===== config.mk =====
export PLATFORM = sky130hd
export DESIGN_NAME = ddpcm_frame_decoder_flat
export DESIGN_NICKNAME = d
export VERILOG_FILES = /design/src/rtl/ddpcm_pkg.sv /design/src/rtl/ddpcm_if.sv /design/src/rtl/ddpcm_ram.sv /design/src/rtl/ddpcm_div.sv /design/src/rtl/ddpcm_frame_decoder.sv /design/src/flat_wrapper.sv
export SDC_FILE = /design/constraint.sdc
export NUM_CORES = 1
export LEC_CHECK = 0
export ABC_AREA = 1
export BUFFER_PORTS_ARGS = -buffer_cell sky130_fd_sc_hd__buf_2
export CAP_MARGIN = 20
export CORE_MARGIN = 10
export CORE_UTILIZATION = 40
export CTS_CLUSTER_DIAMETER = 100
export DETAILED_ROUTE_END_ITERATION = 8
export PLACE_DENSITY = 0.6
export SYNTH_ARGS = -nofsm -noshare
export SYNTH_HDL_FRONTEND = slang
export SYNTH_SLANG_ARGS = --single-unit

===== constraint.sdc =====
create_clock -name clock -period 5.4 [get_ports clock]
set_clock_uncertainty 0.1 [all_clocks]
set_input_delay 0.27 -clock clock [delete_from_list [all_inputs] [get_ports clock]]
set_output_delay 0.27 -clock clock [all_outputs]
set_load 0.05 [all_outputs]

===== src/rtl/ddpcm_pkg.sv =====
// shared constants, types and codes of the dpcm frame decoder
`default_nettype none
package ddpcm_pkg;

   localparam int SAMPLES_PER_FRAME = 50;
   localparam int FRAME_BYTES       = 40;
   localparam int TABLE_DEPTH       = 64;

   localparam int SEED_BYTES = 4;
   localparam int SAMPLE_W   = 16;
   localparam int INDEX_W    = 6;
   localparam int BYTE_W     = 8;
   localparam int SCALE_W    = 8;
   localparam int CODE_W     = $clog2(TABLE_DEPTH);
   localparam int POS_W      = $clog2(FRAME_BYTES);
   localparam int CNT_W      = $clog2(SAMPLES_PER_FRAME + 1);
   localparam int STEP_W     = $clog2(SAMPLE_W + 1);

   // predictor clamp values for out-of-range predictions
   localparam logic signed [SAMPLE_W-1:0] PRED_SAT_HIGH = 16'sd16383;
   localparam logic signed [SAMPLE_W-1:0] PRED_SAT_LOW  = -16'sd16384;

   localparam logic MODE_LOAD = 1'b0;
   localparam logic MODE_DATA = 1'b1;

   typedef enum logic [2:0] {
      ST_IDLE,
      ST_READ,
      ST_START,
      ST_DIV,
      ST_EMIT
   } seq_state_type;

   typedef enum logic [1:0] {
      PH_FIRST,
      PH_SECOND,
      PH_THIRD
   } phase_type;

   typedef struct packed {
      logic busy;
      logic done;
   } div_status_type;

endpackage
`default_nettype wire


===== src/rtl/ddpcm_if.sv =====
// request and response channel interfaces of the dpcm frame decoder
`default_nettype none
interface ddpcm_req_if;
   import ddpcm_pkg::*;

   logic                       valid;
   logic                       ready;
   logic                       mode;
   logic [CODE_W-1:0]          table_index;
   logic signed [SAMPLE_W-1:0] table_value;
   logic [BYTE_W-1:0]          data_byte;
   logic [SCALE_W-1:0]         frame_scale;

   modport source (
      output valid, mode, table_index, table_value, data_byte, frame_scale,
      input  ready
   );
   modport sink (
      input  valid, mode, table_index, table_value, data_byte, frame_scale,
      output ready
   );
endinterface

interface ddpcm_rsp_if;
   import ddpcm_pkg::*;

   logic                       valid;
   logic                       ready;
   logic signed [SAMPLE_W-1:0] sample;
   logic [INDEX_W-1:0]         sample_index;
   logic                       last;

   modport source (
      output valid, sample, sample_index, last,
      input  ready
   );
   modport sink (
      input  valid, sample, sample_index, last,
      output ready
   );
endinterface
`default_nettype wire


===== src/rtl/ddpcm_ram.sv =====
// generic single write port ram with registered read
`default_nettype none
module ddpcm_ram #(
   parameter int WIDTH  = 16,
   parameter int DEPTH  = 64,
   parameter int ADDR_W = $clog2(DEPTH)
) (
   input  wire logic              clock,
   input  wire logic              wr_en,
   input  wire logic [ADDR_W-1:0] wr_addr,
   input  wire logic [WIDTH-1:0]  wr_data,
   input  wire logic [ADDR_W-1:0] rd_addr,
   output logic      [WIDTH-1:0]  rd_data
);

   logic [WIDTH-1:0] mem_ff [DEPTH];
   logic [WIDTH-1:0] rd_data_ff;

   always_ff @(posedge clock) begin
      if (wr_en) begin
         mem_ff[wr_addr] <= wr_data;
      end
      rd_data_ff <= mem_ff[rd_addr];
   end

   assign rd_data = rd_data_ff;

endmodule
`default_nettype wire


===== src/rtl/ddpcm_div.sv =====
// bit-serial signed by unsigned floor divider, one quotient bit per cycle
`default_nettype none
module ddpcm_div (
   input  wire logic                             clock,
   input  wire logic                             reset,
   input  wire logic                             start,
   input  wire logic signed [ddpcm_pkg::SAMPLE_W-1:0] dividend,
   input  wire logic [ddpcm_pkg::SCALE_W-1:0]    divisor,
   output ddpcm_pkg::div_status_type             status,
   output logic signed [ddpcm_pkg::SAMPLE_W-1:0] quotient
);
   import ddpcm_pkg::*;

   logic                active_ff, active_in;
   logic                done_ff, done_in;
   logic [STEP_W-1:0]   step_ff, step_in;
   logic                neg_ff, neg_in;
   logic [SCALE_W-1:0]  dvs_ff, dvs_in;
   logic [SCALE_W-1:0]  rem_ff, rem_in;
   logic [SAMPLE_W-1:0] quo_ff, quo_in;
   logic signed [SAMPLE_W-1:0] result_ff, result_in;

   logic [SCALE_W:0] partial;
   logic [SCALE_W:0] trial;
   logic             fits;

   // shift in the next dividend bit and try a subtract
   assign partial = {rem_ff, quo_ff[SAMPLE_W-1]};
   assign trial   = partial - {1'b0, dvs_ff};
   assign fits    = (partial >= {1'b0, dvs_ff});

   always_comb begin
      active_in = active_ff;
      done_in   = 1'b0;
      step_in   = step_ff;
      neg_in    = neg_ff;
      dvs_in    = dvs_ff;
      rem_in    = rem_ff;
      quo_in    = quo_ff;
      result_in = result_ff;
      if (start) begin
         active_in = 1'b1;
         step_in   = STEP_W'(SAMPLE_W);
         neg_in    = dividend[SAMPLE_W-1];
         dvs_in    = divisor;
         rem_in    = '0;
         quo_in    = dividend[SAMPLE_W-1] ? SAMPLE_W'(-dividend) : SAMPLE_W'(dividend);
      end else if (active_ff) begin
         if (step_ff != '0) begin
            rem_in  = fits ? trial[SCALE_W-1:0] : partial[SCALE_W-1:0];
            quo_in  = {quo_ff[SAMPLE_W-2:0], fits};
            step_in = step_ff - STEP_W'(1);
         end else begin
            // round toward minus infinity for negative dividends
            if (neg_ff) begin
               result_in = (rem_ff != '0) ? $signed(~quo_ff) : $signed(~quo_ff + SAMPLE_W'(1));
            end else begin
               result_in = $signed(quo_ff);
            end
            done_in   = 1'b1;
            active_in = 1'b0;
         end
      end
   end

   always_ff @(posedge clock) begin
      if (reset) begin
         active_ff <= 1'b0;
         done_ff   <= 1'b0;
         step_ff   <= '0;
      end else begin
         active_ff <= active_in;
         done_ff   <= done_in;
         step_ff   <= step_in;
      end
      neg_ff    <= neg_in;
      dvs_ff    <= dvs_in;
      rem_ff    <= rem_in;
      quo_ff    <= quo_in;
      result_ff <= result_in;
   end

   assign status.busy = active_ff;
   assign status.done = done_ff;
   assign quotient    = result_ff;

endmodule
`default_nettype wire


===== src/rtl/ddpcm_frame_decoder.sv =====
// 6-bit dpcm frame decoder: quantizer table loads and frame bytes in, samples out
//
// req_if carries one word per handshake: mode 0 writes table_value into the
// 64-entry quantizer table at table_index, mode 1 delivers the next frame byte.
// frame_scale is sampled on the first byte of every 40-byte frame.
// rsp_if carries decoded samples with their index in the frame; last marks
// the final sample caused by one request word.
// req ready is high only while the sequencer is idle.
// table load: no response. seed bytes: even bytes are held, odd bytes
// complete a sample that passes through the emit step into the output register.
// code bytes: each code goes ram read, 16-step serial divide, fixup and
// emit; a byte carrying two codes runs these steps once per code.
// the output register decouples the sides: a new word is taken while a sample
// waits; a stalled receiver holds the sequencer in its emit step until the
// register frees up, nothing is dropped.
// reset (synchronous, active high) clears frame position, predictor history,
// sample count and sets the scale to one. table contents survive reset and
// are undefined until loaded; no clearing pass is done.
`default_nettype none
module ddpcm_frame_decoder (
   input wire logic       clock,
   input wire logic       reset,
   ddpcm_req_if.sink      req_if,
   ddpcm_rsp_if.source    rsp_if
);
   import ddpcm_pkg::*;

   // sequencer and frame tracking
   seq_state_type        state_ff, state_in;
   logic [POS_W-1:0]     pos_ff, pos_in;
   phase_type            phase_ff, phase_in;
   logic [BYTE_W-1:0]    held_ff, held_in;
   logic [SCALE_W-1:0]   scale_ff, scale_in;
   logic [CNT_W-1:0]     count_ff, count_in;
   logic                 more_ff, more_in;
   logic [CODE_W-1:0]    code_ff, code_in;
   logic [CODE_W-1:0]    code2_ff, code2_in;

   // predictor history and the sample being built
   logic signed [SAMPLE_W-1:0] prev_ff, prev_in;
   logic signed [SAMPLE_W-1:0] pprev_ff, pprev_in;
   logic signed [SAMPLE_W-1:0] sample_ff, sample_in;

   // output register
   logic                       rsp_valid_ff, rsp_valid_in;
   logic signed [SAMPLE_W-1:0] rsp_sample_ff, rsp_sample_in;
   logic [INDEX_W-1:0]         rsp_index_ff, rsp_index_in;
   logic                       rsp_last_ff, rsp_last_in;

   logic                       req_accept;
   logic                       data_accept;
   logic                       slot_free;
   logic [BYTE_W-1:0]          in_byte;
   logic signed [SAMPLE_W-1:0] ram_rd_data;
   logic                       div_start;
   logic [SCALE_W-1:0]         div_divisor;
   div_status_type             div_status;
   logic signed [SAMPLE_W-1:0] div_quotient;
   logic signed [SAMPLE_W+1:0] pred_wide;
   logic signed [SAMPLE_W-1:0] pred_sat;

   assign req_if.ready = (state_ff == ST_IDLE);
   assign req_accept   = req_if.valid && req_if.ready;
   assign data_accept  = req_accept && (req_if.mode == MODE_DATA);
   assign in_byte      = req_if.data_byte;
   assign slot_free    = !rsp_valid_ff || rsp_if.ready;

   // quantizer table
   ddpcm_ram #(
      .WIDTH (SAMPLE_W),
      .DEPTH (TABLE_DEPTH)
   ) u_table (
      .clock   (clock),
      .wr_en   (req_accept && (req_if.mode == MODE_LOAD)),
      .wr_addr (req_if.table_index),
      .wr_data (req_if.table_value),
      .rd_addr (code_ff),
      .rd_data (ram_rd_data)
   );

   // shared serial divider, a zero scale divides by one
   assign div_start   = (state_ff == ST_START);
   assign div_divisor = (scale_ff == '0) ? SCALE_W'(1) : scale_ff;

   ddpcm_div u_div (
      .clock    (clock),
      .reset    (reset),
      .start    (div_start),
      .dividend (ram_rd_data),
      .divisor  (div_divisor),
      .status   (div_status),
      .quotient (div_quotient)
   );

   // 2*prev - prevprev, clamped oddly when out of 16-bit range
   assign pred_wide = {prev_ff[SAMPLE_W-1], prev_ff, 1'b0}
                    - {{2{pprev_ff[SAMPLE_W-1]}}, pprev_ff};

   always_comb begin
      if (pred_wide > 18'sd32767) begin
         pred_sat = PRED_SAT_HIGH;
      end else if (pred_wide < -18'sd32768) begin
         pred_sat = PRED_SAT_LOW;
      end else begin
         pred_sat = pred_wide[SAMPLE_W-1:0];
      end
   end

   // next state
   always_comb begin
      state_in = state_ff;
      case (state_ff)
         ST_IDLE: begin
            if (data_accept) begin
               if (pos_ff < POS_W'(SEED_BYTES)) begin
                  if (pos_ff[0]) begin
                     state_in = ST_EMIT;
                  end
               end else begin
                  state_in = ST_READ;
               end
            end
         end
         ST_READ:  state_in = ST_START;
         ST_START: state_in = ST_DIV;
         ST_DIV: begin
            if (div_status.done) begin
               state_in = ST_EMIT;
            end
         end
         ST_EMIT: begin
            if (slot_free) begin
               state_in = more_ff ? ST_READ : ST_IDLE;
            end
         end
         default: state_in = ST_IDLE;
      endcase
   end

   // datapath and output register
   always_comb begin
      pos_in        = pos_ff;
      phase_in      = phase_ff;
      held_in       = held_ff;
      scale_in      = scale_ff;
      count_in      = count_ff;
      more_in       = more_ff;
      code_in       = code_ff;
      code2_in      = code2_ff;
      prev_in       = prev_ff;
      pprev_in      = pprev_ff;
      sample_in     = sample_ff;
      rsp_valid_in  = rsp_valid_ff && !rsp_if.ready;
      rsp_sample_in = rsp_sample_ff;
      rsp_index_in  = rsp_index_ff;
      rsp_last_in   = rsp_last_ff;
      case (state_ff)
         ST_IDLE: begin
            if (data_accept) begin
               if (pos_ff == '0) begin
                  scale_in = req_if.frame_scale;
                  count_in = '0;
               end
               pos_in  = (pos_ff == POS_W'(FRAME_BYTES - 1)) ? '0 : pos_ff + POS_W'(1);
               more_in = 1'b0;
               if (pos_ff < POS_W'(SEED_BYTES)) begin
                  // big-endian seed samples
                  phase_in = PH_FIRST;
                  if (!pos_ff[0]) begin
                     held_in = in_byte;
                  end else begin
                     sample_in = $signed({held_ff, in_byte});
                  end
               end else begin
                  // four 6-bit codes in three bytes, msb first
                  case (phase_ff)
                     PH_FIRST: begin
                        code_in  = in_byte[7:2];
                        held_in  = {6'b0, in_byte[1:0]};
                        phase_in = PH_SECOND;
                     end
                     PH_SECOND: begin
                        code_in  = {held_ff[1:0], in_byte[7:4]};
                        held_in  = {4'b0, in_byte[3:0]};
                        phase_in = PH_THIRD;
                     end
                     PH_THIRD: begin
                        code_in  = {held_ff[3:0], in_byte[7:6]};
                        code2_in = in_byte[5:0];
                        more_in  = 1'b1;
                        held_in  = '0;
                        phase_in = PH_FIRST;
                     end
                     default: phase_in = PH_FIRST;
                  endcase
               end
            end
         end
         ST_DIV: begin
            if (div_status.done) begin
               sample_in = pred_sat + div_quotient;
            end
         end
         ST_EMIT: begin
            if (slot_free) begin
               // samples past the frame's quota are consumed silently
               if (count_ff < CNT_W'(SAMPLES_PER_FRAME)) begin
                  rsp_valid_in  = 1'b1;
                  rsp_sample_in = sample_ff;
                  rsp_index_in  = INDEX_W'(count_ff);
                  rsp_last_in   = !more_ff || (count_ff == CNT_W'(SAMPLES_PER_FRAME - 1));
                  pprev_in      = prev_ff;
                  prev_in       = sample_ff;
                  count_in      = count_ff + CNT_W'(1);
               end
               if (more_ff) begin
                  more_in = 1'b0;
                  code_in = code2_ff;
               end
            end
         end
         default: begin
         end
      endcase
   end

   always_ff @(posedge clock) begin
      if (reset) begin
         state_ff     <= ST_IDLE;
         pos_ff       <= '0;
         phase_ff     <= PH_FIRST;
         held_ff      <= '0;
         scale_ff     <= SCALE_W'(1);
         count_ff     <= '0;
         more_ff      <= 1'b0;
         prev_ff      <= '0;
         pprev_ff     <= '0;
         rsp_valid_ff <= 1'b0;
      end else begin
         state_ff     <= state_in;
         pos_ff       <= pos_in;
         phase_ff     <= phase_in;
         held_ff      <= held_in;
         scale_ff     <= scale_in;
         count_ff     <= count_in;
         more_ff      <= more_in;
         prev_ff      <= prev_in;
         pprev_ff     <= pprev_in;
         rsp_valid_ff <= rsp_valid_in;
      end
      code_ff       <= code_in;
      code2_ff      <= code2_in;
      sample_ff     <= sample_in;
      rsp_sample_ff <= rsp_sample_in;
      rsp_index_ff  <= rsp_index_in;
      rsp_last_ff   <= rsp_last_in;
   end

   assign rsp_if.valid        = rsp_valid_ff;
   assign rsp_if.sample       = rsp_sample_ff;
   assign rsp_if.sample_index = rsp_index_ff;
   assign rsp_if.last         = rsp_last_ff;

`ifndef ASSERT_OFF
   // divider is never restarted while a division runs
   a_div_start_idle: assert property (@(posedge clock) disable iff (reset)
      div_start |-> !div_status.busy)
      else $error("divider started while busy");

   // a finished division is only seen while the sequencer waits for it
   a_div_done_state: assert property (@(posedge clock) disable iff (reset)
      div_status.done |-> (state_ff == ST_DIV))
      else $error("division finished outside the divide step");

   // sample count never passes the frame quota
   a_count_bound: assert property (@(posedge clock) disable iff (reset)
      count_ff <= CNT_W'(SAMPLES_PER_FRAME))
      else $error("sample count beyond frame size");

   // a second pending code always follows through another table read
   a_more_reads: assert property (@(posedge clock) disable iff (reset)
      (state_ff == ST_EMIT && slot_free && more_ff) |=> (state_ff == ST_READ && !more_ff))
      else $error("second code of a byte lost");
`endif

endmodule
`default_nettype wire


===== src/flat_wrapper.sv =====
// flat-port wrapper written by rule: the top's interface ports become plain ports
module ddpcm_frame_decoder_flat import ddpcm_pkg::*;
  (clock, reset, req_if_valid, req_if_mode, req_if_table_index, req_if_table_value, req_if_data_byte, req_if_frame_scale, req_if_ready, rsp_if_valid, rsp_if_sample, rsp_if_sample_index, rsp_if_last, rsp_if_ready);
  ddpcm_req_if req_if_i ();
  ddpcm_rsp_if rsp_if_i ();
  input wire logic clock;
  input wire logic reset;
  input wire logic [$bits(req_if_i.valid)-1:0] req_if_valid;
  input wire logic [$bits(req_if_i.mode)-1:0] req_if_mode;
  input wire logic [$bits(req_if_i.table_index)-1:0] req_if_table_index;
  input wire logic [$bits(req_if_i.table_value)-1:0] req_if_table_value;
  input wire logic [$bits(req_if_i.data_byte)-1:0] req_if_data_byte;
  input wire logic [$bits(req_if_i.frame_scale)-1:0] req_if_frame_scale;
  output wire logic [$bits(req_if_i.ready)-1:0] req_if_ready;
  output wire logic [$bits(rsp_if_i.valid)-1:0] rsp_if_valid;
  output wire logic [$bits(rsp_if_i.sample)-1:0] rsp_if_sample;
  output wire logic [$bits(rsp_if_i.sample_index)-1:0] rsp_if_sample_index;
  output wire logic [$bits(rsp_if_i.last)-1:0] rsp_if_last;
  input wire logic [$bits(rsp_if_i.ready)-1:0] rsp_if_ready;
  assign req_if_i.valid = req_if_valid;
  assign req_if_i.mode = req_if_mode;
  assign req_if_i.table_index = req_if_table_index;
  assign req_if_i.table_value = req_if_table_value;
  assign req_if_i.data_byte = req_if_data_byte;
  assign req_if_i.frame_scale = req_if_frame_scale;
  assign req_if_ready = req_if_i.ready;
  assign rsp_if_valid = rsp_if_i.valid;
  assign rsp_if_sample = rsp_if_i.sample;
  assign rsp_if_sample_index = rsp_if_i.sample_index;
  assign rsp_if_last = rsp_if_i.last;
  assign rsp_if_i.ready = rsp_if_ready;
  ddpcm_frame_decoder u_core (.clock(clock), .reset(reset), .req_if(req_if_i), .rsp_if(rsp_if_i));
endmodule

==> flow_summary.json <==
{
  "run_status": "complete, no violations",
  "synth_area_leaders": "edfxtp_1 67%, o21ai_0 6.1%, nor2_1 5.4%",
  "worstMarginPinSlew_ps": 1030,
  "peakVddDrop_mv": 0.289,
  "synthArstFlopShare_pct": 0,
  "drive_above_1_share_pct": 9.45,
  "synthFlopType": "edfxtp_1",
  "cp_top_family": "simple AND/OR/NAND/NOR gates",
  "end_kind": "register",
  "worst_path_max_delay_cell": "fa_1",
  "postLayoutCoreUtil_pct": 45.6,
  "netlist.area_leader.share_pct": 67.1,
  "core_area_sq_um": 124000,
  "place_congestion": 0.820,
  "cts_buffers": 130,
  "clk_latency_ps": 770,
  "grtUsageMet1_pct": 23.8,
  "fin_nets": 4216,
  "std_cell_rows": 129,
  "grt_max_degree": 191,
  "die_area_sq_um": 139000,
  "maxCapViolCount": 0,
  "ant_nets": 0,
  "busiest_layer": "met2",
  "dpl.cell_count": 5599,
  "overflow": 0,
  "wl_mm": 127,
  "p_leak_nw": 18.8,
  "drv_slew": 0,
  "cp_common_cell": "nand2_1",
  "critical_path_arrival_ps": 4650,
  "yosysTopAreaCell": "edfxtp_1",
  "path_clk_slew_ps": 60,
  "r2r_slack_ps": 1150,
  "antenna_found_initial": 4,
  "area_growth_pct": 13.2,
  "p_total_mw": 20.3,
  "dp_hpwl_mm": 69.1,
  "yosysWarningCount": 0,
  "cp_num_buf_inv": 2,
  "cts_tree": "done",
  "pre_cts_ws_ps": 1160,
  "yosysSeqAreaShare_pct": 71.0,
  "grt_setup_unrepaired": "false",
  "p_per_area_nw_per_um2": 359,
  "fmax_mhz": 235,
  "start_util_pct": 40.3,
  "ys_ff_latch": 1214,
  "clockBufferDepth": 3,
  "detail_route.vias_per_cell": 5.51,
  "finalHoldViolCount": 0,
  "critPathKind": "register to register",
  "cpPeakStageDelay_ps": 430,
  "die_x_microns": 373,
  "cts-htree-levels": 4,
  "drc_errors": 0,
  "drt_iter0_drc": 3117,
  "grt_pass1_wl_mm": 190,
  "syn_area_per_cell_sq_um": 12.4,
  "cts_num_sinks": 1214,
  "dr.pass1.iters": 6,
  "min_period_over_period_pct": 78.7,
  "grt_pass1_vias": 30545,
  "path_max_fanout": 14,
  "vias": 32287,
  "post_cts_resized": 0,
  "setup_viol": 0,
  "die_h_microns": 373,
  "setup_ws_ps": 1150,
  "cts-root-buf": "clkbuf_16",
  "required_ps": 5800,
  "ios": 68,
  "synth.distinct_cells": 50,
  "hold_path_class": "primary input to register",
  "final_cell_area_sq_um": 56600,
  "slew_headroom_pct": 31.0,
  "track_usage_pct": 17.5,
  "netlist_area_sq_um": 50000,
  "synth_fp_nets": 4135,
  "final.setup.tns_ps": 0,
  "place.port_buffers": 67,
  "final_cells": 5861,
  "fin_crit_ps": 4250,
  "synth_edf_count": 1116,
  "wire_per_inst_microns": 21.7,
  "use_met3_pct": 3.75,
  "crit_path_cell_trace": "inv_1 -> fa_1 -> nand3b_1 -> nand2_1 -> nand4_1 -> nand2_1 -> nand2_1 -> nand3_1 -> nand2_1 -> nor2_1 -> nor2_2 -> inv_2 -> nand2_1 -> ha_1 -> fa_1 -> nand3_1 -> nand2_1 -> a21oi_1 -> o21ai_0 -> nand2_1 -> nand2_1 -> or2_2 -> nand3_1 -> o21ai_0",
  "grtUsageMet2_pct": 28.0,
  "syn_inst": 4037,
  "whs_ps": 70.7,
  "place_area_sq_um": 52200,
  "cp-start-kind": "register"
}
[routing by layer]
layer	vias up	share of wire (%)
met5	-	0.024
met4	4	2.6
met3	196	7.4
met2	1096	47
met1	15856	43
li1	15135	-
[timing repair]
action                    CTS  global route
buffers inserted            0             0
hold buffers               23             0
hold endpoints to repair   50             0
[area by class of cell]
class | count | area, sq um
well taps | 1637 | 2050
fillers | 11143 | 67400
diodes | 2 | 5.00
flip-flops and latches | 1214 | 35500
inverters | 148 | 582
clock inverters | 63 | 623
repair buffers | 204 | 1550
multi-input cells | 2420 | 12800
clock buffers | 173 | 3530
[report_power, final]
group / switching [mW] / internal, mW / leakage [nW]
combinational: 0.865 / 0.434 / 5.93
clock: 3.72 / 4.94 / 2.01
sequential: 0.0264 / 10.3 / 10.8
total: 4.61 / 15.7 / 18.8
[state kept, by name, indices dropped and copies added, names as in the netlist, 8 cells and up]
name,cells
u_core.pprev_ff,16
u_core.rsp_if.sample,16
u_core.u_div.quo_ff,16
u_core.u_div.dvs_ff,8
u_core.held_ff,8
u_core.u_div.quotient,16
u_core.scale_ff,8
u_core.u_div.rem_ff,8
u_core.u_table.mem_ff,1024
u_core.u_table.rd_data,16
u_core.prev_ff,16
u_core.sample_ff,16
[synth_stat cells, types with 11 or more instances]
cell type	count
buf_6	15
o22ai_1	139
o221ai_1	128
ha_1	52
o21ai_0	610
xnor2_1	15
o211ai_1	134
nor3_1	12
nor2_1	717
buf_2	65
inv_1	136
nand4_1	11
nand3_1	155
nand2_1	254
a21oi_1	79
edfxtp_1	1116
buf_4	12
clkbuf_1	161
xor2_1	37
dfxtp_1	98
[layout by cell type (no fill, tap or decap), types with 103 or more instances in the layout]
cell and count:
nor2_1 709, o22ai_1 139, buf_4 103, edfxtp_1 1116, inv_1 135, nand2_1 254
o221ai_1 128, nand3_1 155, o21ai_0 610, clkbuf_16 134, o211ai_1 134
[worst paths after layout]
| check | startpoint | endpoint | depth (start not counted) |
|---|---|---|---|
| max | u_core.prev_ff[0] | u_core.sample_ff[10] | 24 |
| min | req_if_table_value[10] | u_core.u_table.mem_ff[3][10] | 2 |
| max reg2reg | u_core.prev_ff[0] | u_core.sample_ff[10] | 24 |
| min reg2reg | u_core.sample_ff[0] | u_core.rsp_if.sample[0] | 0 |
[logic make-up (layout without fill, tap and decap cells)]
family / after synthesis / after routing / share of synthesized area, %
XOR/XNOR: 52 / 52 / 0.912
AO/OA/AOI/OAI: 1130 / 1130 / 13.5
buffers and inverters: 403 / 588 / 3.52
flip-flops: 1214 / 1214 / 71.0
other: 0 / 2 / 0
adder cells (fa/ha/maj): 55 / 55 / 1.42
AND/OR/NAND/NOR: 1183 / 1183 / 9.63
Note: power is estimated with default switching activity, not from simulation.
